`src/hdl/qise_pkg.sv`:
```
// ----------------------------------------------------------------------------
// qise_pkg: shared types, constants and edge tables
// Widths, edge naming and the case-code tables of the isoline segment block.
// ----------------------------------------------------------------------------
package qise_pkg;

	localparam int VALUE_BITS      = 16;
	localparam int FRACTION_BITS   = 16;
	localparam int CELL_INDEX_BITS = 24;

	// case codes, named by the corners that lie above the iso level
	localparam logic [3:0] CASE_EMPTY    = 4'd0;
	localparam logic [3:0] CASE_C0       = 4'd1;
	localparam logic [3:0] CASE_C1       = 4'd2;
	localparam logic [3:0] CASE_C01      = 4'd3;
	localparam logic [3:0] CASE_C2       = 4'd4;
	localparam logic [3:0] CASE_SADDLE_A = 4'd5;
	localparam logic [3:0] CASE_C12      = 4'd6;
	localparam logic [3:0] CASE_C012     = 4'd7;
	localparam logic [3:0] CASE_C3       = 4'd8;
	localparam logic [3:0] CASE_C03      = 4'd9;
	localparam logic [3:0] CASE_SADDLE_B = 4'd10;
	localparam logic [3:0] CASE_C013     = 4'd11;
	localparam logic [3:0] CASE_C23      = 4'd12;
	localparam logic [3:0] CASE_C023     = 4'd13;
	localparam logic [3:0] CASE_C123     = 4'd14;
	localparam logic [3:0] CASE_FULL     = 4'd15;

	localparam logic [1:0] CORNER_0 = 2'd0;
	localparam logic [1:0] CORNER_1 = 2'd1;
	localparam logic [1:0] CORNER_2 = 2'd2;
	localparam logic [1:0] CORNER_3 = 2'd3;

	// the four cell edges, each measured from its lower-numbered corner
	typedef enum logic [1:0] {
		EDGE_01,
		EDGE_12,
		EDGE_03,
		EDGE_23
	} qise_edge_t;

	typedef struct packed {
		logic [3:0]                 code;
		logic [CELL_INDEX_BITS-1:0] cell_id;
	} qise_side_t;

	typedef struct packed {
		qise_edge_t start_edge;
		qise_edge_t end_edge;
	} qise_seg_t;

	function automatic logic [1:0] edge_from(input qise_edge_t e);
		logic [1:0] c;
		unique case (e)
			EDGE_01: c = CORNER_0;
			EDGE_12: c = CORNER_1;
			EDGE_03: c = CORNER_0;
			EDGE_23: c = CORNER_2;
			default: c = CORNER_0;
		endcase
		return c;
	endfunction

	function automatic logic [1:0] edge_to(input qise_edge_t e);
		logic [1:0] c;
		unique case (e)
			EDGE_01: c = CORNER_1;
			EDGE_12: c = CORNER_2;
			EDGE_03: c = CORNER_3;
			EDGE_23: c = CORNER_3;
			default: c = CORNER_1;
		endcase
		return c;
	endfunction

	// edges of segment seg (0 or 1) for a case code
	function automatic qise_seg_t seg_edges(input logic [3:0] code, input logic seg);
		qise_seg_t s;
		unique case (code) inside
			CASE_C0, CASE_C123:   s = '{EDGE_01, EDGE_03};
			CASE_C1, CASE_C023:   s = '{EDGE_01, EDGE_12};
			CASE_C01, CASE_C23:   s = '{EDGE_03, EDGE_12};
			CASE_C2, CASE_C013:   s = '{EDGE_12, EDGE_23};
			CASE_C12, CASE_C03:   s = '{EDGE_01, EDGE_23};
			CASE_C012, CASE_C3:   s = '{EDGE_03, EDGE_23};
			CASE_SADDLE_A: s = seg ? '{EDGE_12, EDGE_23} : '{EDGE_01, EDGE_03};
			CASE_SADDLE_B: s = seg ? '{EDGE_03, EDGE_23} : '{EDGE_01, EDGE_12};
			default: s = '{EDGE_01, EDGE_01};
		endcase
		return s;
	endfunction

endpackage

```
`src/hdl/qise_front.sv`:
```
// ----------------------------------------------------------------------------
// qise_front: input capture, case code and edge magnitudes
// Registers the request, then forms the case code and |iso-va|, |vb-va| per edge.
// ----------------------------------------------------------------------------
module qise_front import qise_pkg::*; (
	input  logic                        clk,
	input  logic                        arst_n,
	input  logic                        en,
	input  logic                        take,
	input  logic [VALUE_BITS-1:0]       iso,
	input  logic [VALUE_BITS-1:0]       v0,
	input  logic [VALUE_BITS-1:0]       v1,
	input  logic [VALUE_BITS-1:0]       v2,
	input  logic [VALUE_BITS-1:0]       v3,
	input  logic [CELL_INDEX_BITS-1:0]  cell_in,
	output logic                        valid_s2,
	output qise_side_t                  side_s2,
	output logic [VALUE_BITS-1:0]       num_s2 [4],
	output logic [VALUE_BITS-1:0]       den_s2 [4]
);

	logic                       valid_s1;
	logic signed [VALUE_BITS-1:0] iso_s1;
	logic signed [VALUE_BITS-1:0] v_s1 [4];
	logic [CELL_INDEX_BITS-1:0] cell_s1;

	logic [3:0]            code;
	logic [VALUE_BITS-1:0] num [4];
	logic [VALUE_BITS-1:0] den [4];

	function automatic logic [VALUE_BITS-1:0] absdiff(
		input logic signed [VALUE_BITS-1:0] a,
		input logic signed [VALUE_BITS-1:0] b
	);
		logic signed [VALUE_BITS:0] d;
		d = $signed({a[VALUE_BITS-1], a}) - $signed({b[VALUE_BITS-1], b});
		return d[VALUE_BITS] ? VALUE_BITS'(-d) : d[VALUE_BITS-1:0];
	endfunction

	always_ff @(posedge clk or negedge arst_n) begin
		if (!arst_n) begin
			valid_s1 <= 1'b0;
			valid_s2 <= 1'b0;
		end else if (en) begin
			valid_s1 <= take;
			valid_s2 <= valid_s1;
		end
	end

	always_ff @(posedge clk) begin
		if (en) begin
			iso_s1  <= iso;
			v_s1[0] <= v0;
			v_s1[1] <= v1;
			v_s1[2] <= v2;
			v_s1[3] <= v3;
			cell_s1 <= cell_in;
		end
	end

	always_comb begin
		for (int i = 0; i < 4; i++) begin
			code[i] = v_s1[i] > iso_s1;
		end
		// edges in qise_edge_t order: 0-1, 1-2, 0-3, 2-3
		num[EDGE_01] = absdiff(iso_s1, v_s1[0]);
		den[EDGE_01] = absdiff(v_s1[1], v_s1[0]);
		num[EDGE_12] = absdiff(iso_s1, v_s1[1]);
		den[EDGE_12] = absdiff(v_s1[2], v_s1[1]);
		num[EDGE_03] = absdiff(iso_s1, v_s1[0]);
		den[EDGE_03] = absdiff(v_s1[3], v_s1[0]);
		num[EDGE_23] = absdiff(iso_s1, v_s1[2]);
		den[EDGE_23] = absdiff(v_s1[3], v_s1[2]);
	end

	always_ff @(posedge clk) begin
		if (en) begin
			side_s2.code    <= code;
			side_s2.cell_id <= cell_s1;
			num_s2          <= num;
			den_s2          <= den;
		end
	end

endmodule

```
`config.mk`:
```
export PLATFORM = sky130hd
export DESIGN_NAME = qise_front
export DESIGN_NICKNAME = d
export VERILOG_FILES = /design/src/hdl/qise_pkg.sv /design/src/hdl/qise_front.sv
export SDC_FILE = /design/constraint.sdc
export NUM_CORES = 1
export LEC_CHECK = 0
export BUFFER_PORTS_ARGS = -buffer_cell sky130_fd_sc_hd__buf_4
export CAP_MARGIN = 20
export CORE_MARGIN = 5
export CORE_UTILIZATION = 40
export DETAILED_ROUTE_END_ITERATION = 8
export SETUP_SLACK_MARGIN = 0.02
export SYNTH_ARGS = -nofsm -noshare
export SYNTH_HDL_FRONTEND = slang
export SYNTH_SLANG_ARGS = --single-unit
export TNS_END_PERCENT = 50
```
`constraint.sdc`:
```
create_clock -name clk -period 4.5 [get_ports clk]
set_input_delay 0.225 -clock clk [delete_from_list [all_inputs] [get_ports clk]]
set_output_delay 0.225 -clock clk [all_outputs]
set_load 0.02 [all_outputs]
```
After elaboration in Yosys (flattened, before gate mapping)
Memories as Yosys holds them, arrays and structs flattened.
Index checks and enable logic that the tools add are counted.
- add/sub/neg operators: 14
- multiply operators: 0
- divide/modulo/power cells: 0
- order comparisons: 4
- equality and inequality tests: 0
- shifts and indexed selects: 0
- muxes and demuxes: 9
- bitwise logic cells: 0
- reductions and logical operators: 0
- operator list (kind ; count):
    subtractor 16 x 16 -> 17 bit ; 7
    two-way mux 16 bit ; 7
    negation 16 bit ; 7
    greater-than comparator 16 bit ; 4
    two-way mux 1 bit ; 2
- bits in registers: 182
- latch bits: 0
- RAM bits: 64
- memory bits (read-only): 0
- input bits: 108
- logic and storage cells: 41
- memories: 1
- memory list (memory ; words ; bits a word ; read ports ; clocked after memory_dff ; wr ports ; line ; source):
    v_s1 ; 4 ; 16 ; 4 ; 0 ; 4 ; qise_front.sv:24 ; logic signed [VALUE_BITS-1:0] v_s1 [4];

Longest topological paths before layout
- depth after elaboration: 3
- gate-level depth with buffers: 14

Worst setup path after synthesis
Ideal clock, no wire load.
- path kind: reg-to-reg
- from: memory v_s1[2][0]
- to: register den_s2[47] (netlist name), data pin
- setup time: 0.262 ns
- data arrival time: 3.472 ns
- data required time: 4.238 ns
- slack: 0.766 ns
- stages on the path, launching flop included: 14
- path buffers: 0
- clock period less this slack: 3.734 ns
- cells stage by stage: edfxtp_1 -> inv_1 -> ha_1 -> inv_1 -> fa_1 -> a21o_1 -> a41oi_2 -> nand2_1 -> xor2_1 -> or4_4 -> or3_4 -> or4b_1 -> a21o_1 -> xor2_1
- RTL lines (what ; line ; source):
    start, declared ; qise_front.sv:24 ;
    end signal, assigned ; qise_front.sv:81 ; den_s2 <= den;
    end, declared ; qise_front.sv:19 ; output logic [VALUE_BITS-1:0] den_s2 [4]

==> flow_metrics.py <==
metrics = {
    "sta": {
        "post-route-period-util": 0.895,
        "tightest_slew_ns": 0.966,
        "setup_viol": 0,
        "finClkSkew_ns": 0.0105,
        "rsz0062_at_grt": "no",
        "maxSlewViolCount": 0,
        "fin_tns_setup_ns": 0,
        "holdWs_ns": 0.0684,
        "slew_headroom": 0.338,
        "fin_crit_ns": 4.03,
        "fmax_mhz": 248,
        "hold_viol_final": 0,
    },
    "synthesis": {
        "syn-cell-area_mm2": 0.0163,
        "ys_async_sr_fraction": 0.00813,
        "avgSynthCellArea_um2": 10.6,
        "ys_warn_count": 0,
        "yosysSeqAreaShare": 0.453,
        "yosys-top-cells-area": "edfxtp_1, ha_1, xnor2_1",
        "synth_edf_count": 244,
        "synth_cell_type_count": 80,
        "synth_top_area_frac": 0.450,
        "yosysTopAreaCell": "edfxtp_1",
        "syn-num-nets": 1793,
        "synth_cells": 1540,
        "ys_ff_latch": 246,
        "ys.flop_type": "edfxtp_1",
    },
    "global_routing": {
        "overflow": 0,
        "grt_max_degree": 111,
        "grt_util_all_layers": 0.199,
        "grt_antenna_before_repair": 1,
        "grt_pass1_vias": 12663,
        "grt_pass1_wl_um": 70000,
    },
    "placement": {
        "portBuffers": 264,
        "dp.cells": 2302,
        "place_area_mm2": 0.0188,
        "gp_congestion": 0.888,
        "hpwl_um": 35600,
    },
    "power": {
        "p_leak_nw": 8.68,
        "clock_power_share": 0.249,
        "swShare": 0.347,
        "switchingPower_mw": 3.20,
        "p_seq_frac": 0.357,
        "combPwrFrac": 0.394,
        "vdd_drop_max_mv": 0.293,
        "internal_power_mw": 6.02,
        "power_density_mw_per_mm2": 443,
    },
    "clocking": {
        "cts_tree": "yes",
        "root_buffer": "clkbuf_16",
        "cts_htree_levels": 1,
        "clkTransAtPathRegs_ns": 0.06,
        "clk_latency_ns": 0.56,
        "numCtsBuffers": 28,
        "clkSinkCount": 246,
        "clock_path_buffers": 3,
    },
    "route": {
        "drtPass1Iterations": 7,
        "first_iter_violations": 871,
        "drt-total-wl_um": 46300,
        "vias_per_cell": 5.25,
        "via_count": 12920,
        "wl_per_cell_um": 18.8,
        "drc_errors": 0,
        "ant_nets": 0,
    },
    "setup_path": {
        "timing_worst_setup_path_type": "flip-flop to flip-flop",
        "path_max_fanout": 4,
        "critPathLaunchType": "flip-flop",
        "cp_data_arrival_time_ns": 4.33,
        "cp.required_ns": 4.80,
        "cp-end-kind": "flip-flop",
    },
    "die": {
        "initial_core_util": 0.402,
        "fp-row-count": 74,
        "coreArea_mm2": 0.0406,
        "dieArea_mm2": 0.0449,
        "die_w_um": 212,
        "io_pins": 265,
        "die_h_um": 212,
    },
    "finish": {
        "n_fill_cell": 3649,
        "drive_above_1_share": 0.180,
        "final_cells": 2460,
        "antenna-diode-count": 0,
        "multiInputGateArea_mm2": 0.00820,
        "layout_common_cells": "buf_4, edfxtp_1, ha_1, inv_1, xnor2_1",
        "nNetsFinal": 2161,
        "area_delta_synth_final_pct": 27.8,
        "regArea_mm2": 0.00738,
        "stdcell_area_mm2": 0.0208,
        "final_common_cell": "buf_4",
    },
    "min_path": {
        "hold_class": "input pin to flip-flop",
    },
    "status": {
        "status": "complete, no violations",
    },
    "run": {
        "cap_violations": 0,
    },
}
[worst max-delay path: stages (launching register included)]
cell      delay (ns)
edfxtp_1        0.43
inv_1           0.12
ha_1            0.17
inv_1           0.05
fa_1            0.40
a21o_1          0.20
a41oi_2         0.28
nand2_1         0.10
xor2_1          0.18
or4_4           0.56
or3_4           0.41
or4b_1          0.52
a21o_1          0.20
xor2_1          0.16
[path summary, 6_finish.rpt]
| path | startpoint | end | slack, ns | cells after the start |
|---|---|---|---|---|
| worst max-delay path | v_s1[2][0]$_DFFE_PP_ | den_s2[47]$_DFFE_PP_ | 0.47 | 13 |
| worst min-delay path | en | v_s1[2][15]$_DFFE_PP_ | 0.07 | 1 |
| worst max register to register | v_s1[2][0]$_DFFE_PP_ | den_s2[47]$_DFFE_PP_ | 0.47 | 13 |
| worst min register to register | cell_s1[18]$_DFFE_PP_ | side_s2[18]$_DFFE_PP_ | 0.41 | 0 |
| max in group asynchronous | arst_n | valid_s2$_DFFE_PN0P_ | 3.82 | 3 |
| min in group asynchronous | arst_n | valid_s1$_DFFE_PN0P_ | 0.56 | 3 |
[flip-flops by register name (all words and copies together), names as in the netlist]
| register | flops |
|---|---|
| valid_s2 | 1 |
| den_s2 | 64 |
| v_s1 | 64 |
| cell_s1 | 24 |
| side_s2 | 28 |
| iso_s1 | 16 |
| num_s2 | 48 |
| valid_s1 | 1 |
[power by group through the flow]
stage               combinational, mW  sequential, mW  clock (mW)
global placement                 3.51            3.34           0
floorplan                        2.03            3.65           0
detailed placement               3.54            3.34           0
global route                     3.97            3.33        2.47
CTS                              3.64            3.30        2.37
finish                           3.64            3.29        2.30
[synthesized netlist by cell type (7+ instances only)]
library cell	n
a2111oi_0	9
inv_1	133
nand4_1	9
nand2_1	67
or2_2	13
xor2_1	50
o21a_1	32
a31oi_1	26
edfxtp_1	244
a21oi_1	88
nor2b_1	21
xnor2_1	121
or3_1	12
and2_1	11
mux2_2	8
o31a_1	7
and3_1	16
a21o_1	37
a211oi_1	21
a211o_1	8
fa_1	7
o211a_1	7
nor2_1	112
o211ai_1	8
ha_1	138
clkbuf_1	25
buf_4	16
o31ai_1	18
o41ai_1	7
o21ai_0	61
nand3_1	36
nor3_1	37
nand2b_1	22
[timing repair]
action | in CTS | in global routing
gates resized for setup | 0 | 0
hold endpoints to repair | 107 | 0
setup buffers | 0 | 0
hold buffers | 107 | 0
[cell families after synthesis]
| family | share of synthesized area |
|---|---|
| fa+ha+maj | 0.115 |
| xor+xnor | 0.0919 |
| mux | 0.00921 |
| simple gates | 0.121 |
| flops | 0.453 |
| compound gates | 0.167 |
| buf+inv | 0.0442 |
[stage by stage]
step | total power, mW | util | setup WS [ns]
floorplan | 5.69 | - | 0.766
global placement | 6.85 | 0.464 | 0.529
detailed placement | 6.88 | 0.464 | 0.503
CTS | 9.31 | 0.513 | 0.475
global route | 9.77 | 0.514 | 0.297
finish | 9.23 | 0.514 | 0.471
[area by class of cell]
| type | count | share of cell area |
|---|---|---|
| repair buffers | 381 | 0.152 |
| well taps | 532 | 0.0320 |
| clock inverters | 15 | 0.00829 |
| inverters | 133 | 0.0240 |
| multi-input cells | 1118 | 0.394 |
| clock buffers | 35 | 0.0359 |
| flip-flops and latches | 246 | 0.354 |
[layer usage]
metal	vias to the layer above	global-route usage	wire, µm
li1	6449	-	-
met1	6026	0.268	20800
met2	355	0.332	21300
met3	88	0.0316	2690
met4	2	0.0602	1520
met5	-	0	13
No activity file was read; power rests on OpenSTA's default activity.
