[src/hdl/qise_pkg.sv]
// ----------------------------------------------------------------------------
// qise_pkg: shared types, constants and edge tables
// Widths, edge naming and the case-code tables of the isoline segment block.
// ----------------------------------------------------------------------------
package qise_pkg;

	localparam int VALUE_BITS      = 16;
	localparam int FRACTION_BITS   = 16;
	localparam int CELL_INDEX_BITS = 24;

	// case codes, named by the corners that lie above the iso level
	localparam logic [3:0] CASE_EMPTY    = 4'd0;
	localparam logic [3:0] CASE_C0       = 4'd1;
	localparam logic [3:0] CASE_C1       = 4'd2;
	localparam logic [3:0] CASE_C01      = 4'd3;
	localparam logic [3:0] CASE_C2       = 4'd4;
	localparam logic [3:0] CASE_SADDLE_A = 4'd5;
	localparam logic [3:0] CASE_C12      = 4'd6;
	localparam logic [3:0] CASE_C012     = 4'd7;
	localparam logic [3:0] CASE_C3       = 4'd8;
	localparam logic [3:0] CASE_C03      = 4'd9;
	localparam logic [3:0] CASE_SADDLE_B = 4'd10;
	localparam logic [3:0] CASE_C013     = 4'd11;
	localparam logic [3:0] CASE_C23      = 4'd12;
	localparam logic [3:0] CASE_C023     = 4'd13;
	localparam logic [3:0] CASE_C123     = 4'd14;
	localparam logic [3:0] CASE_FULL     = 4'd15;

	localparam logic [1:0] CORNER_0 = 2'd0;
	localparam logic [1:0] CORNER_1 = 2'd1;
	localparam logic [1:0] CORNER_2 = 2'd2;
	localparam logic [1:0] CORNER_3 = 2'd3;

	// the four cell edges, each measured from its lower-numbered corner
	typedef enum logic [1:0] {
		EDGE_01,
		EDGE_12,
		EDGE_03,
		EDGE_23
	} qise_edge_t;

	typedef struct packed {
		logic [3:0]                 code;
		logic [CELL_INDEX_BITS-1:0] cell_id;
	} qise_side_t;

	typedef struct packed {
		qise_edge_t start_edge;
		qise_edge_t end_edge;
	} qise_seg_t;

	function automatic logic [1:0] edge_from(input qise_edge_t e);
		logic [1:0] c;
		unique case (e)
			EDGE_01: c = CORNER_0;
			EDGE_12: c = CORNER_1;
			EDGE_03: c = CORNER_0;
			EDGE_23: c = CORNER_2;
			default: c = CORNER_0;
		endcase
		return c;
	endfunction

	function automatic logic [1:0] edge_to(input qise_edge_t e);
		logic [1:0] c;
		unique case (e)
			EDGE_01: c = CORNER_1;
			EDGE_12: c = CORNER_2;
			EDGE_03: c = CORNER_3;
			EDGE_23: c = CORNER_3;
			default: c = CORNER_1;
		endcase
		return c;
	endfunction

	// edges of segment seg (0 or 1) for a case code
	function automatic qise_seg_t seg_edges(input logic [3:0] code, input logic seg);
		qise_seg_t s;
		unique case (code) inside
			CASE_C0, CASE_C123:   s = '{EDGE_01, EDGE_03};
			CASE_C1, CASE_C023:   s = '{EDGE_01, EDGE_12};
			CASE_C01, CASE_C23:   s = '{EDGE_03, EDGE_12};
			CASE_C2, CASE_C013:   s = '{EDGE_12, EDGE_23};
			CASE_C12, CASE_C03:   s = '{EDGE_01, EDGE_23};
			CASE_C012, CASE_C3:   s = '{EDGE_03, EDGE_23};
			CASE_SADDLE_A: s = seg ? '{EDGE_12, EDGE_23} : '{EDGE_01, EDGE_03};
			CASE_SADDLE_B: s = seg ? '{EDGE_03, EDGE_23} : '{EDGE_01, EDGE_12};
			default: s = '{EDGE_01, EDGE_01};
		endcase
		return s;
	endfunction

endpackage

[src/hdl/qise_emit.sv]
// ----------------------------------------------------------------------------
// qise_emit: output register and saddle expander
// Holds one cell's result and sends one or two segments on the output channel.
// ----------------------------------------------------------------------------
module qise_emit import qise_pkg::*; (
	input  logic                       clk,
	input  logic                       arst_n,
	input  logic                       tail_valid,
	input  qise_side_t                 tail_side,
	input  logic [FRACTION_BITS-1:0]   tail_frac [4],
	input  logic                       out_stall,
	output logic                       can_take,
	output logic                       out_valid,
	output logic [1:0]                 start_edge_from,
	output logic [1:0]                 start_edge_to,
	output logic [FRACTION_BITS-1:0]   start_fraction,
	output logic [1:0]                 end_edge_from,
	output logic [1:0]                 end_edge_to,
	output logic [FRACTION_BITS-1:0]   end_fraction,
	output logic [CELL_INDEX_BITS-1:0] source_cell,
	output logic                       last_segment
);

	logic                     valid_q;
	logic                     seg_q;
	qise_side_t               side_q;
	logic [FRACTION_BITS-1:0] frac_q [4];
	logic                     saddle;
	logic                     load;
	qise_seg_t                seg;

	assign saddle       = side_q.code == CASE_SADDLE_A || side_q.code == CASE_SADDLE_B;
	assign last_segment = !saddle || seg_q;
	assign can_take     = !valid_q || (!out_stall && last_segment);
	assign load         = can_take && tail_valid &&
	                      tail_side.code != CASE_EMPTY && tail_side.code != CASE_FULL;

	always_ff @(posedge clk or negedge arst_n) begin
		if (!arst_n) begin
			valid_q <= 1'b0;
			seg_q   <= 1'b0;
		end else if (load) begin
			valid_q <= 1'b1;
			seg_q   <= 1'b0;
		end else if (valid_q && !out_stall) begin
			valid_q <= !last_segment;
			seg_q   <= 1'b1;
		end
	end

	always_ff @(posedge clk) begin
		if (load) begin
			side_q <= tail_side;
			frac_q <= tail_frac;
		end
	end

	assign seg             = seg_edges(side_q.code, seg_q);
	assign out_valid       = valid_q;
	assign start_edge_from = edge_from(seg.start_edge);
	assign start_edge_to   = edge_to(seg.start_edge);
	assign start_fraction  = frac_q[seg.start_edge];
	assign end_edge_from   = edge_from(seg.end_edge);
	assign end_edge_to     = edge_to(seg.end_edge);
	assign end_fraction    = frac_q[seg.end_edge];
	assign source_cell     = side_q.cell_id;

endmodule

[config.mk]
export PLATFORM = sky130hd
export DESIGN_NAME = qise_emit
export DESIGN_NICKNAME = d
export VERILOG_FILES = /design/src/hdl/qise_pkg.sv /design/src/hdl/qise_emit.sv
export SDC_FILE = /design/constraint.sdc
export NUM_CORES = 1
export LEC_CHECK = 0
export BUFFER_PORTS_ARGS = -buffer_cell sky130_fd_sc_hd__buf_2
export CAP_MARGIN = 20
export CORE_ASPECT_RATIO = 1.1
export CORE_MARGIN = 8
export CORE_UTILIZATION = 52
export DETAILED_ROUTE_END_ITERATION = 8
export PLACE_DENSITY = 0.85
export SLEW_MARGIN = 20
export SYNTH_ARGS = -nofsm -noshare
export SYNTH_HDL_FRONTEND = slang
export SYNTH_SLANG_ARGS = --single-unit
export TNS_END_PERCENT = 20
[constraint.sdc]
create_clock -name clk -period 9.5 [get_ports clk]
set_clock_uncertainty 0.2 [all_clocks]
set_input_delay 0.475 -clock clk [delete_from_list [all_inputs] [get_ports clk]]
set_output_delay 0.475 -clock clk [all_outputs]
set_load 0.005 [all_outputs]
* After elaboration in Yosys (flattened, before gate mapping) *
Cells that the tools add are included.

cells by class
  add/subtract/negate cells = 0
  multipliers = 0
  divide/modulo/power cells = 0
  magnitude comparators = 2
  equal/unequal tests = 21
  shifts and indexed selects = 0
  muxes and demuxes = 17
  bitwise operators = 2
  reductions and logical operators = 26

operator list
  kind                                                 number
  binary-select mux 16 bit (select 2 bit)              2
  two-way mux 16 bit                                   4
  case mux 4 bit (8 select lines)                      1
  equality test 4 bit, second input constant           7
  case mux 2 bit (3 select lines)                      4
  OR reduction 2 bit                                   10
  equality test 4 x 3 -> 1 bit, second input constant  4
  equality test 2 bit, second input constant           4
  equality test 4 x 2 -> 1 bit, second input constant  2
  >= comparator 3 bit, second input constant           2
  inverter 2 -> 3 bit                                  2
  logical AND 1 bit                                    5
  equality test 2 x 1 -> 1 bit, second input constant  2
  equality test 4 x 1 -> 1 bit, second input constant  1
  zero test 1 bit                                      4
  zero test 2 bit                                      2
  two-way mux 1 bit                                    4
  two-way mux 4 bit                                    1
  != test 4 bit, second input constant                 1
  nonzero test 4 bit                                   1
  logical OR 1 bit                                     3
  two-way mux 3 bit                                    1
  nonzero test 2 bit                                   1

storage, ports and cells
  bits in registers = 94
  bits in latches = 0
  memory bits (writable) = 0
  bits in read-only memories = 0
  bits of input ports = 96
  output and inout bits = 67
  logic and storage cells = 76
  memories = 0

* Logic depth before layout (Yosys ltp) *
  depth in word-level cells = 10
  gate-level depth with buffers = 9
  depth with buffers taken out = 5

* Worst setup path before layout *
Ideal clock, no wire load.

  path type = register -> register
  from = reg side_q[27] (netlist name)
  to = reg frac_q[0] (netlist name), enable pin
  setup time = 0.556 ns
  arrival time = 5.004 ns
  data required time = 8.744 ns
  setup slack = 3.740 ns
  cell stages (with the launch flop) = 6
  buffers on the path = 1
  clock period less this slack = 5.760 ns
  cells stage by stage = edfxtp_1 -> buf_4 -> nand4bb_1 -> a21oi_1 -> o21ai_1 -> nor2b_1

between the ends
  longest elaborated chain between the ends = 9
  elaborated cells on any way between the ends = 10
  those cells by class = 2 x eq/ne; 8 x reduce/logical

ends and longest elaborated chain
  item                                                                 line             RTL
  start, declared                                                      qise_emit.sv:26  qise_side_t side_q;
  start signal, assigned                                               qise_emit.sv:53  side_q <= tail_side;
  equality test 4 x 3 -> 1 bit or equality test 4 bit (tied branches)  qise_emit.sv:32  assign saddle = side_q.code == CASE_SADDLE_A || side_q.code == CASE_SADDLE_B;
  logical OR 1 bit *                                                   qise_emit.sv:32
  zero test 1 bit *                                                    qise_emit.sv:33  assign last_segment = !saddle || seg_q;
  logical OR 1 bit *                                                   qise_emit.sv:33
  logical AND 1 bit *                                                  qise_emit.sv:34  assign can_take = !valid_q || (!out_stall && last_segment);
  logical OR 1 bit *                                                   qise_emit.sv:34
  named net can_take                                                   qise_emit.sv:12  output logic can_take,
  logical AND 1 bit * (2 in series)                                    qise_emit.sv:35  assign load = can_take && tail_valid &&
  logical AND 1 bit *                                                  qise_emit.sv:36  tail_side.code != CASE_EMPTY && tail_side.code != CASE_FULL;
  named net load                                                       qise_emit.sv:29  logic load;
  end signal, assigned                                                 qise_emit.sv:54  frac_q <= tail_frac;
  end, declared                                                        qise_emit.sv:27  logic [FRACTION_BITS-1:0] frac_q [4];

Mark *: on every way through the listed nets, which the timed path passes. The rest lies on a longest branch.
A chain may end at the register's enable or synchronous reset.

* Worst setup path in the final report *
  from = reg side_q[24] (netlist name)
  to = out start_fraction[1]

between the ends
  longest elaborated chain between the ends = 7
  elaborated cells on any way between the ends = 25
  those cells by class = 14 x eq/ne; 4 x mux; 1 x bitwise; 6 x reduce/logical

ends and longest elaborated chain
  item                                                      line             RTL
  equality test 4 x 3 -> 1 bit (tied with other cells)      qise_emit.sv:58  assign seg = seg_edges(side_q.code, seg_q);
  OR reduction 2 bit                                        qise_pkg.sv:79   unique case (code) inside
  case mux 4 bit (8 select lines) *                         qise_pkg.sv:79
  inverter 2 -> 3 bit (not written as such) *               qise_emit.sv:62  assign start_fraction = frac_q[seg.start_edge];
  binary-select mux 16 bit (select 2 bit) *                 qise_emit.sv:62
  two-way mux 16 bit (not written as such) * (2 in series)  qise_emit.sv:62
  end, declared                                             qise_emit.sv:16  output logic [FRACTION_BITS-1:0] start_fraction,

Every way passes the cells marked *; elsewhere a longest branch is shown, timed or not. The select of a mux whose other input is x is not followed.

==> out/metrics.cfg <==
[logic_synthesis]
ys_warn_count=0
yosysTopAreaCell=edfxtp_1
synth_cells=284
synth_most_common_cell=edfxtp_1
avgSynthCellArea_um2=14.6
synth_fp_nets=380
synth_edf_count=92
synthTopCellsByArea=edfxtp_1, mux2i_1, buf_4
async_reset_ff_frac=0.0213
ys_top_cells_by_count=edfxtp_1, nand2_1, mux2i_1
seq_area_frac_synth=0.681
netlist_area_um2=4130
synth_top_area_share=0.668
ys_seq_elements=94
synth_cell_types=29
dominantRegCellSynth=edfxtp_1

[critical_path]
crit_arrival_ns=2.53
critPathSlowestCell=o32a_1
r2r_setup_slack_ns=7.05
critPathMaxStageDelay_ns=0.58
r2r_cells=5
cp.buffers_inverters=3
worstReg2RegEnd=frac_q[31]
cp.required_ns=8.83
startpoint_type=flip-flop
critical_path_depth=7
crit_chain=inv_1, o21ai_2, o32a_1, buf_4, mux2i_1, o21ai_0, buf_2
cp_top_family=compound AO/OA/AOI/OAI gates
critPathKind=reg -> out
cp-end-kind=output pin
reg2reg_from=side_q[27]
crit_fanout=11

[placed_design]
portBuffers=161
place.gp.congestion=0.813
dp_hpwl_mm=7.14

[sta]
finalHoldViolCount=0
finalCriticalPeriod_ns=3.20
timing.slew.headroom=0.427
slew_viol_final=0
tns_ns=0
worst-slew-pin-transition_ns=0.860
fin_crit_sh=0.337
rsz0062_at_grt=false
setup_viol=0
fmax_mhz=312

[cts]
clock_latency_ns=0.35
cts_tree=done
root_buffer=clkbuf_8
clockBufferDepth=2
htreeDepth=3
path_clk_slew_ns=0.09
cts_num_sinks=94
cts_resized=0
post_cts_buffers=0
numCtsBuffers=9

[drt]
num_vias=2737
drt-initial-drc-count=121
drc=0
wl_per_cell_um=18.0
dr.pass1.iters=4
via_per_inst=5.10
final_antenna_net_count=0
wirelength_mm=9.66

[floorplan]
dieArea_um2=11100
num_io_pins=163
start_util=0.528
die_h_um=110
fp.dieW_um=101
coreArea_um2=7830
rows=34

[hold_path]
hold_path_class=in -> reg
holdPathStages=1
min_from=tail_frac[13]
min_delay_worst_endpoint=frac_q[13]

[finish]
area_growth_syn_to_layout_pct=22.5
nets=519
drive_gt1_frac=0.458
fillers=614
post-route-util=0.647

[global_route]
grt_pass1_vias=2907
antenna_found_initial=0
grtUsageTotal=0.169
grt_pass1_wl_mm=14.1
grt_overflow=0
grt_start_max_net_pins=94

[status]
status=complete, no violations

[job]
max-cap-violations=0

[pwr]
vdd_drop_max_mv=0.104
power_density_nw_per_um2=183
p_leak_uw=0.00217

[logic make-up after synthesis]
logic type	synth area share
DFF	0.681
buffers and inverters	0.0902
and+or+nand+nor	0.0590
AOI/OAI and AO/OA	0.0917
muxes	0.0775
other	0.000907
[what timing repair did]
item	4_1_cts	5_1_grt
hold buffers	1	0
setup endpoints to repair	0	0
endpoints found under the hold margin	2	0
[layout make-up]
type                    instances  area (µm²)  share of cell area
inverters                      23        86.3              0.0170
repair buffers                165         842               0.166
well taps                     108         135              0.0267
clock buffers                  10         128              0.0252
diodes                          1        2.50            0.000494
clock inverters                 6        92.6              0.0183
multi-input cells             130         965               0.191
flip-flops and latches         94        2810               0.555
[per-stage QoR]
| stage | hold slack (ns) | cell area, µm² | instances | total power, µW | setup WS, ns |
|---|---|---|---|---|---|
| 2_1_floorplan | -0.0206 | 4130 | 284 | 595 | 3.74 |
| 3_3_place_gp | 0.0603 | 4830 | 519 | 644 | 6.78 |
| 3_5_place_dp | 0.0632 | 4830 | 519 | 649 | 6.65 |
| 4_1_cts | 0.0701 | 5060 | 536 | 936 | 6.25 |
| 5_1_grt | 0.0652 | 5060 | 536 | 961 | 6.07 |
| 6_report | 0.0919 | 5060 | 537 | 925 | 6.30 |
[worst register-to-register path: cells and delay by family, from the launching register on]
kind,cells,cell delay [ns]
AOI/OAI and AO/OA,2,0.30
buffers and inverters,1,0.56
DFF,1,0.52
and+or+nand+nor,2,0.36
[metal layers]
layer,wire (µm),part of all wire,GRT usage
met2,5290,0.55,0.314
met4,221,0.023,0.0958
met3,664,0.069,0.0538
met1,3480,0.36,0.162
met5,0,0,0
[cell usage in the layout (no fill, tap or decap), drive strengths merged, types with 2 or more instances in the layout]
cell and n:
nor2b 2, o221ai 16, nand2 36, a21oi 3
dfrtp 2, o21ai 21, bufinv 2, edfxtp 92
mux2i 32, clkbuf 10, clkinvlp 2, nand2b 4
buf 164, inv 25, nand4bb 2, nor2 6
[sequential cells by signal, summed over array words and instances, names as in the netlist]
name	flops
frac_q	64
source_cell	24
seg_q	1
out_valid	1
side_q	4
[worst max-delay path by stage]
| stage | startpoint | end | slack (ns) |
|---|---|---|---|
| 4_1_cts | side_q[24] | start_fraction[1] | 6.25 |
| 5_1_grt | side_q[24] | start_fraction[1] | 6.07 |
| 3_5_place_dp | side_q[24] | start_fraction[1] | 6.65 |
| 6_report | side_q[24] | start_fraction[1] | 6.30 |
| 2_1_floorplan | side_q[27] | frac_q[0] | 3.74 |
| 3_3_place_gp | side_q[27] | end_fraction[4] | 6.78 |
[power by group]
part | switching [µW] | internal [µW]
registers | 12.9 | 489
logic | 74.2 | 62.3
clock network | 136 | 150
No activity file was read; power rests on OpenSTA's default activity.
