[config.mk]
export PLATFORM = sky130hd
export DESIGN_NAME = qise_div
export DESIGN_NICKNAME = d
export VERILOG_FILES = /design/src/hdl/qise_pkg.sv /design/src/hdl/qise_div.sv
export SDC_FILE = /design/constraint.sdc
export NUM_CORES = 1
export LEC_CHECK = 0
export ABC_AREA = 1
export ABC_CLOCK_PERIOD_IN_PS = 4200
export BUFFER_PORTS_ARGS = -buffer_cell sky130_fd_sc_hd__buf_2
export CELL_PAD_IN_SITES_DETAIL_PLACEMENT = 0
export CELL_PAD_IN_SITES_GLOBAL_PLACEMENT = 1
export CORE_ASPECT_RATIO = 0.75
export CORE_MARGIN = 2
export CORE_UTILIZATION = 51
export DETAILED_ROUTE_END_ITERATION = 8
export MAX_ROUTING_LAYER = met4
export PLACE_DENSITY = 0.82
export SLEW_MARGIN = 0
export SYNTH_ARGS = -nofsm -noshare
export SYNTH_HDL_FRONTEND = slang
export SYNTH_SLANG_ARGS = --single-unit
[constraint.sdc]
create_clock -name clk -period 4.2 [get_ports clk]
set_clock_uncertainty 0.1 [all_clocks]
set_input_delay 0.21 -clock clk [delete_from_list [all_inputs] [get_ports clk]]
set_output_delay 0.21 -clock clk [all_outputs]
set_load 0.01 [all_outputs]
[src/hdl/qise_pkg.sv]
// ----------------------------------------------------------------------------
// qise_pkg: shared types, constants and edge tables
// Widths, edge naming and the case-code tables of the isoline segment block.
// ----------------------------------------------------------------------------
package qise_pkg;

	localparam int VALUE_BITS      = 16;
	localparam int FRACTION_BITS   = 16;
	localparam int CELL_INDEX_BITS = 24;

	// case codes, named by the corners that lie above the iso level
	localparam logic [3:0] CASE_EMPTY    = 4'd0;
	localparam logic [3:0] CASE_C0       = 4'd1;
	localparam logic [3:0] CASE_C1       = 4'd2;
	localparam logic [3:0] CASE_C01      = 4'd3;
	localparam logic [3:0] CASE_C2       = 4'd4;
	localparam logic [3:0] CASE_SADDLE_A = 4'd5;
	localparam logic [3:0] CASE_C12      = 4'd6;
	localparam logic [3:0] CASE_C012     = 4'd7;
	localparam logic [3:0] CASE_C3       = 4'd8;
	localparam logic [3:0] CASE_C03      = 4'd9;
	localparam logic [3:0] CASE_SADDLE_B = 4'd10;
	localparam logic [3:0] CASE_C013     = 4'd11;
	localparam logic [3:0] CASE_C23      = 4'd12;
	localparam logic [3:0] CASE_C023     = 4'd13;
	localparam logic [3:0] CASE_C123     = 4'd14;
	localparam logic [3:0] CASE_FULL     = 4'd15;

	localparam logic [1:0] CORNER_0 = 2'd0;
	localparam logic [1:0] CORNER_1 = 2'd1;
	localparam logic [1:0] CORNER_2 = 2'd2;
	localparam logic [1:0] CORNER_3 = 2'd3;

	// the four cell edges, each measured from its lower-numbered corner
	typedef enum logic [1:0] {
		EDGE_01,
		EDGE_12,
		EDGE_03,
		EDGE_23
	} qise_edge_t;

	typedef struct packed {
		logic [3:0]                 code;
		logic [CELL_INDEX_BITS-1:0] cell_id;
	} qise_side_t;

	typedef struct packed {
		qise_edge_t start_edge;
		qise_edge_t end_edge;
	} qise_seg_t;

	function automatic logic [1:0] edge_from(input qise_edge_t e);
		logic [1:0] c;
		unique case (e)
			EDGE_01: c = CORNER_0;
			EDGE_12: c = CORNER_1;
			EDGE_03: c = CORNER_0;
			EDGE_23: c = CORNER_2;
			default: c = CORNER_0;
		endcase
		return c;
	endfunction

	function automatic logic [1:0] edge_to(input qise_edge_t e);
		logic [1:0] c;
		unique case (e)
			EDGE_01: c = CORNER_1;
			EDGE_12: c = CORNER_2;
			EDGE_03: c = CORNER_3;
			EDGE_23: c = CORNER_3;
			default: c = CORNER_1;
		endcase
		return c;
	endfunction

	// edges of segment seg (0 or 1) for a case code
	function automatic qise_seg_t seg_edges(input logic [3:0] code, input logic seg);
		qise_seg_t s;
		unique case (code) inside
			CASE_C0, CASE_C123:   s = '{EDGE_01, EDGE_03};
			CASE_C1, CASE_C023:   s = '{EDGE_01, EDGE_12};
			CASE_C01, CASE_C23:   s = '{EDGE_03, EDGE_12};
			CASE_C2, CASE_C013:   s = '{EDGE_12, EDGE_23};
			CASE_C12, CASE_C03:   s = '{EDGE_01, EDGE_23};
			CASE_C012, CASE_C3:   s = '{EDGE_03, EDGE_23};
			CASE_SADDLE_A: s = seg ? '{EDGE_12, EDGE_23} : '{EDGE_01, EDGE_03};
			CASE_SADDLE_B: s = seg ? '{EDGE_03, EDGE_23} : '{EDGE_01, EDGE_12};
			default: s = '{EDGE_01, EDGE_01};
		endcase
		return s;
	endfunction

endpackage

[src/hdl/qise_div.sv]
// ----------------------------------------------------------------------------
// qise_div: pipelined restoring divider
// One quotient bit per stage; quotient of 1.0 or more saturates, zero divisor gives 0.
// ----------------------------------------------------------------------------
module qise_div import qise_pkg::*; (
	input  logic                     clk,
	input  logic                     en,
	input  logic [VALUE_BITS-1:0]    num,
	input  logic [VALUE_BITS-1:0]    den,
	output logic [FRACTION_BITS-1:0] frac
);

	logic [VALUE_BITS-1:0]    rem_s [FRACTION_BITS+1];
	logic [FRACTION_BITS-1:0] q_s   [FRACTION_BITS+1];
	logic [VALUE_BITS-1:0]    den_s [FRACTION_BITS+1];
	logic                     max_s [FRACTION_BITS+1];
	logic                     zero_s[FRACTION_BITS+1];

	// stage 0 is the unregistered input side
	always_comb begin
		zero_s[0] = den == '0;
		max_s[0]  = (den != '0) && (num >= den);
		rem_s[0]  = (zero_s[0] || max_s[0]) ? '0 : num;
		q_s[0]    = '0;
		den_s[0]  = den;
	end

	for (genvar k = 1; k <= FRACTION_BITS; k++) begin : g_step
		logic [VALUE_BITS:0] sh;
		logic                ge;
		assign sh = {rem_s[k-1], 1'b0};
		assign ge = sh >= {1'b0, den_s[k-1]};
		always_ff @(posedge clk) begin
			if (en) begin
				rem_s[k]  <= ge ? VALUE_BITS'(sh - {1'b0, den_s[k-1]}) : sh[VALUE_BITS-1:0];
				q_s[k]    <= {q_s[k-1][FRACTION_BITS-2:0], ge};
				den_s[k]  <= den_s[k-1];
				max_s[k]  <= max_s[k-1];
				zero_s[k] <= zero_s[k-1];
			end
		end
	end

	assign frac = max_s[FRACTION_BITS]  ? '1 :
	              zero_s[FRACTION_BITS] ? '0 : q_s[FRACTION_BITS];

endmodule

# After elaboration in Yosys (flattened, before gate mapping)
# Cells that the tools add are included.
# Widths: inputs -> output; s select.
[totals]
regBits = 648
input_bits = 34
[classes]
n_addsub = 15
magnitude_cmp = 17
n_mux = 18
reduce_logical = 4
[ops]
columns = ["op", "count"]
rows = [
  ["$mux 16", 18],
  ["$ge 17x16->1", 16],
  ["$sub 16x16->16", 15],
  ["$ge 16x16->1", 1],
  ["$logic_not 16->1", 1],
  ["$reduce_bool 16->1", 1],
  ["$logic_and 1x1->1", 1],
  ["$logic_or 1x1->1", 1],
]

# Depth between registers and ports, before layout
[depth]
depth_word = 6
depth_mapped = 26
mapped_depth_nobuf = 25

# Worst setup path after synthesis
# OpenSTA, ideal clock, no wires.
[synth_timing]
path_type = "input to register"
from = "input port den[15]"
to = "register rem_s, in the netlist g_step[2].sh[9] (data pin)"
setup_ns = 0.254
t_arrival_ns = 2.641
t_required_ns = 3.846
slack_ns = 1.205
path_stages = 20
path_buffers = 2
cell_sequence = "inv_1 > ha_1 > nand2_1 > nor4_1 > nand2_1 > nand3_2 > buf_2 > nor2_1 > ha_1 > a21oi_1 > o21ai_2 > inv_1 > nand2_2 > nand3_2 > nand2_2 > nand2_4 > nand3_4 > buf_6 > nand2_1 > nand2_1"
[synth_via]
elab_chain_len = 6
elab_cells_between_ends = 9
classes_between = "1 x add/sub; 2 x order compare; 2 x mux; 4 x reduce/logical"
[synth_rtl]
columns = ["element", "line_no", "source"]
rows = [
  ["start, declared", "qise_div.sv:9", "input logic [VALUE_BITS-1:0] den,"],
  ["$ge 16x16->1 or $reduce_bool 16->1 (tied branches)", "qise_div.sv:22", "max_s[0] = (den != '0) && (num >= den);"],
  ["$logic_and 1x1->1", "qise_div.sv:22", ""],
  ["$logic_or 1x1->1", "qise_div.sv:23", "rem_s[0] = (zero_s[0] || max_s[0]) ? '0 : num;"],
  ["$mux 16", "qise_div.sv:23", ""],
  ["$ge 17x16->1 *", "qise_div.sv:32", "assign ge = sh >= {1'b0, den_s[k-1]};"],
  ["via g_step[1].ge", "qise_div.sv:30", "logic ge;"],
  ["$mux 16 *", "qise_div.sv:35", "rem_s[k] <= ge ? VALUE_BITS'(sh - {1'b0, den_s[k-1]}) : sh[VALUE_BITS-1:0];"],
  ["end signal, assigned by index", "qise_div.sv:35", ""],
  ["end, declared", "qise_div.sv:13", "logic [VALUE_BITS-1:0] rem_s [FRACTION_BITS+1];"],
]
# The timed path passes the listed nets; every way through them passes the cells marked *.
# A chain may end at the register's enable or synchronous reset.

# Worst setup path after layout
[layout_timing]
from = "input port den[1]"
to = "register rem_s, in the netlist g_step[2].sh[11] (data pin)"
[layout_via]
elab_chain_len = 6
elab_cells_between_ends = 9
classes_between = "1 x add/sub; 2 x order compare; 2 x mux; 4 x reduce/logical"
[layout_rtl]
columns = ["element", "line_no"]
rows = [
  ["$ge 16x16->1 or $reduce_bool 16->1 (tied branches)", "qise_div.sv:22"],
  ["$logic_and 1x1->1", "qise_div.sv:22"],
  ["$logic_or 1x1->1", "qise_div.sv:23"],
  ["$mux 16", "qise_div.sv:23"],
  ["$sub 16x16->16 or $ge 17x16->1 (tied branches)", "qise_div.sv:35, qise_div.sv:32"],
  ["$mux 16 *", "qise_div.sv:35"],
]
# Every way passes the cells marked *; elsewhere a longest branch is shown, timed or not.

==> impl_results.md <==
* Status: finished, final reports clean
* Cell taking the most area after synthesis: edfxtp_1
* Share of the synthesized area in the top cell type at 52.0%
* Port Buffers at 49
* Final wirelength at 88400 um
* GR Util met3 at 4.15%
* Buf/Inv on CP at 5
* Wirelength per Cell at 17.9 um
* Post-synthesis simple-gate area fraction at 18.3%
* Ant. Diodes at 0
* Met2 usage at 31.1%
* Post-synthesis adder-cell area fraction at 9.87%
* Grt met1 use at 40.0%
* FF+latch count, synth at 648
* WP data required at 4.46 ns
* Die W at 317 um
* FF-to-FF End: g_step[3].sh[9]$_DFFE_PP_
* Worst Reg-to-Reg Cells at 8
* Most frequent cell after synthesis: nand2_1
* Post-DP HPWL at 67100 um
* CP endpoint: g_step[2].sh[11]$_DFFE_PP_
* First-pass GRT wire length at 140000 um
* Post-synthesis sequential area ratio at 52.0%
* Worst-skew pair later-pin latency at 0.62 ns
* Reg-to-reg setup timing slack at 1.33 ns
* Ratio of cells with drive above 1 in the final layout at 9.25%
* Post-synthesis mux area share at 0%
* Yosys cell types at 43
* Post-synth ARST share at 0%
* Post-CTS sizing at 0
* CP Class: in2reg
* Least-Margin Pin Slew at 0.994 ns
* Fin. Hold Viols at 0
* 1st-pass router iterations at 8
* Clock root cell: clkbuf_16
* CP most frequent cell: nand2_1
* Total CTS buffers at 67
* Slowest CP cell: dlygate4sd3_1
* Initial DRC count at 2503
* Max incr delay on CP at 0.54 ns
* Core Area at 72100 um2
* Post-synthesis xor/xnor area fraction at 3.56%
* Final Max Tran Viols at 0
* Mapped Area at 37400 um2
* Maxcap violations at 0
* Unrepaired setup endpoints after global routing: false
* Vias in the first global route at 24500
* Startpoint Class: input pin
* CP max FO at 15
* Maximum clock rate at 267 MHz
* Compound-Gate Fraction of Synth Area at 9.59%
* Worst min-delay path class: in2reg
* Synth warnings at 0
* Final Critical Period at 3.75 ns
* Critical path origin: den[1]
* Antenna Nets Post-Route at 0
* Synthesized instance count at 3808
* P&R area growth vs syn at 10.3%
* WP depth at 23
* Syn_area_per_cell at 9.82 um2
* Average vias per placed instance at 5.33
* Sum Neg Setup Slack at 0 ns
* Place WS at 0.431 ns
* CTS max path bufs at 3
* GPL Wtd Cong at 0.914
* Largest family of logic cells by synthesized area: simple AND/OR/NAND/NOR gates
* Setup bufs post-CTS at 0
* LEAKAGE at 0.0178 uW
* Setup ws final at 0.454 ns
* Initial core utilization at 51.8%
* Crit path DAT at 4.01 ns
* Cell row count at 85
* Top delay family on crit path: simple AND/OR/NAND/NOR gates
* Syn Nets at 4128
* Crit-path cells: dlygate4sd3_1 -> buf_2 -> inv_1 -> ha_1 -> nand2_1 -> nand3_1 -> nand2_1 -> nand2_1 -> nand2_1 -> nand2_1 -> nand2_1 -> nand3_2 -> nor2_1 -> inv_1 -> fa_1 -> o21ai_1 -> inv_1 -> o21bai_1 -> nand2_1 -> nand3_1 -> nand2_1 -> nand2_1 -> nand2_1
* Final core occ at 57.2%
* Grt ovf at 0
* Initial antenna violation count at 0
* Post-route clock period utilization at 89.2%
* Endpoint class of the critical path: flop
* Largest cells by area after synthesis: edfxtp_1, ha_1, nand2_1
* Maximum VDD drop at 0.000292 V
* Die area at 75500 um2
* EDFF count, synth at 648
* H-tree levels at 3
* Max-slew headroom at 33.7%
* Ports at 50
* Via Count at 26300
* Die Y at 238 um
* Post-synth top cells: nand2_1, edfxtp_1, inv_1
* Clock-pin slew on the worst setup and hold paths at 0.07 ns
* Inst Count DP at 4790
* PwrDens at 718 nW/um2
* Final Setup Violations at 0
* Layer with the highest usage: met1
* Worst R2R Start: g_step[2].sh[12]$_DFFE_PP_
* CTS tree: done
* Post-route insts no fill at 4936
* Nets at 4250
* Cts hold-fix bufs at 28
* Largest net degree at the start of global routing at 104
* DR DRC count at 0
* # clock sinks at 648
* Ys flop type: edfxtp_1
* Gr usage total at 24.5%
==> state kept, by name, indices dropped and copies added, names as in the netlist <==
| name | count |
|---|---|
| zero_s | 16 |
| q_s | 136 |
| g_step.sh | 240 |
| den_s | 240 |
| max_s | 16 |
==> final cells by class <==
type	count	area, um2
fill	6299	30900
sequential	648	19500
multi-input combinational	2558	15400
inverter	566	2120
clock buffer	76	1800
tap	957	1200
timing repair buffer	89	726
clock inverter	42	503
==> power breakdown <==
part	leakage (uW)	switching, uW	total [uW]	internal (uW)
logic	0.0103	8470	13100	4620
registers	0.00630	898	10300	9350
clock network	0.00112	2520	6270	3750
==> worst min-delay path by stage <==
| stage | startpoint | endpoint | slack, ns | depth (start not counted) |
|---|---|---|---|---|
| 6_report | num[7] | g_step[2].sh[9]$_DFFE_PP_ | 0.03 | 5 |
| 5_1_grt | num[7] | g_step[2].sh[9]$_DFFE_PP_ | 0.05 | 5 |
| 4_1_cts | num[0] | g_step[2].sh[2]$_DFFE_PP_ | 0.003 | 5 |
| 3_5_place_dp | den[13] | den_s[253]$_DFFE_PP_ | 0.30 | 1 |
| 3_3_place_gp | q_s[112]$_DFFE_PP_ | q_s[97]$_DFFE_PP_ | 0.30 | 0 |
| 2_1_floorplan | den[0] | den_s[240]$_DFFE_PP_ | 0.21 | 0 |
==> worst reg2reg max path, cell delays in order (launching register included) <==
cell and delay (ns):
edfxtp_1 0.41, ha_1 0.41, a21oi_1 0.28, o21ai_0 0.21, a21oi_1 0.18, nand4_1 0.46
buf_4 0.40, nor2_1 0.12, a21oi_1 0.06
==> kinds of logic after synthesis <==
logic type      count (synthesis)
simple gates                 1521
flops                         648
buf+inv                       602
compound gates                599
fa+ha+maj                     286
xor+xnor                      152
==> per-layer routing <==
| metal | vias to the layer above | part of all wire, % |
|---|---|---|
| li1 | 13300 | - |
| met1 | 12100 | 53 |
| met2 | 753 | 38 |
| met3 | 101 | 6.7 |
| met4 | 0 | 1.7 |
| met5 | - | 0 |
==> stage by stage <==
step           cell area [um2]  power (uW)  hold slack [ns]
2_1_floorplan            37400       20000            0.209
3_3_place_gp             38700       23100            0.301
3_5_place_dp             38700       23200            0.303
4_1_cts                  41200       29600          0.00346
5_1_grt                  41200       31800           0.0536
6_report                 41200       29600           0.0264
==> cells in the final DEF, fill, tap and decap left out, types with 19 or more instances in the layout <==
master / instances
clkbuf_16: 71
nor2_2: 34
ha_1: 271
o211ai_1: 29
nor2_1: 381
inv_1: 551
nor3_1: 56
a21oi_1: 308
nand4_1: 57
nor4_1: 22
dlygate4sd3_1: 28
xor2_1: 80
nand3_1: 231
buf_2: 48
nand2_1: 667
o21ai_0: 89
xnor2_1: 72
a21oi_2: 69
edfxtp_1: 648
o21ai_2: 19
Power figures use the tool's default switching activity.
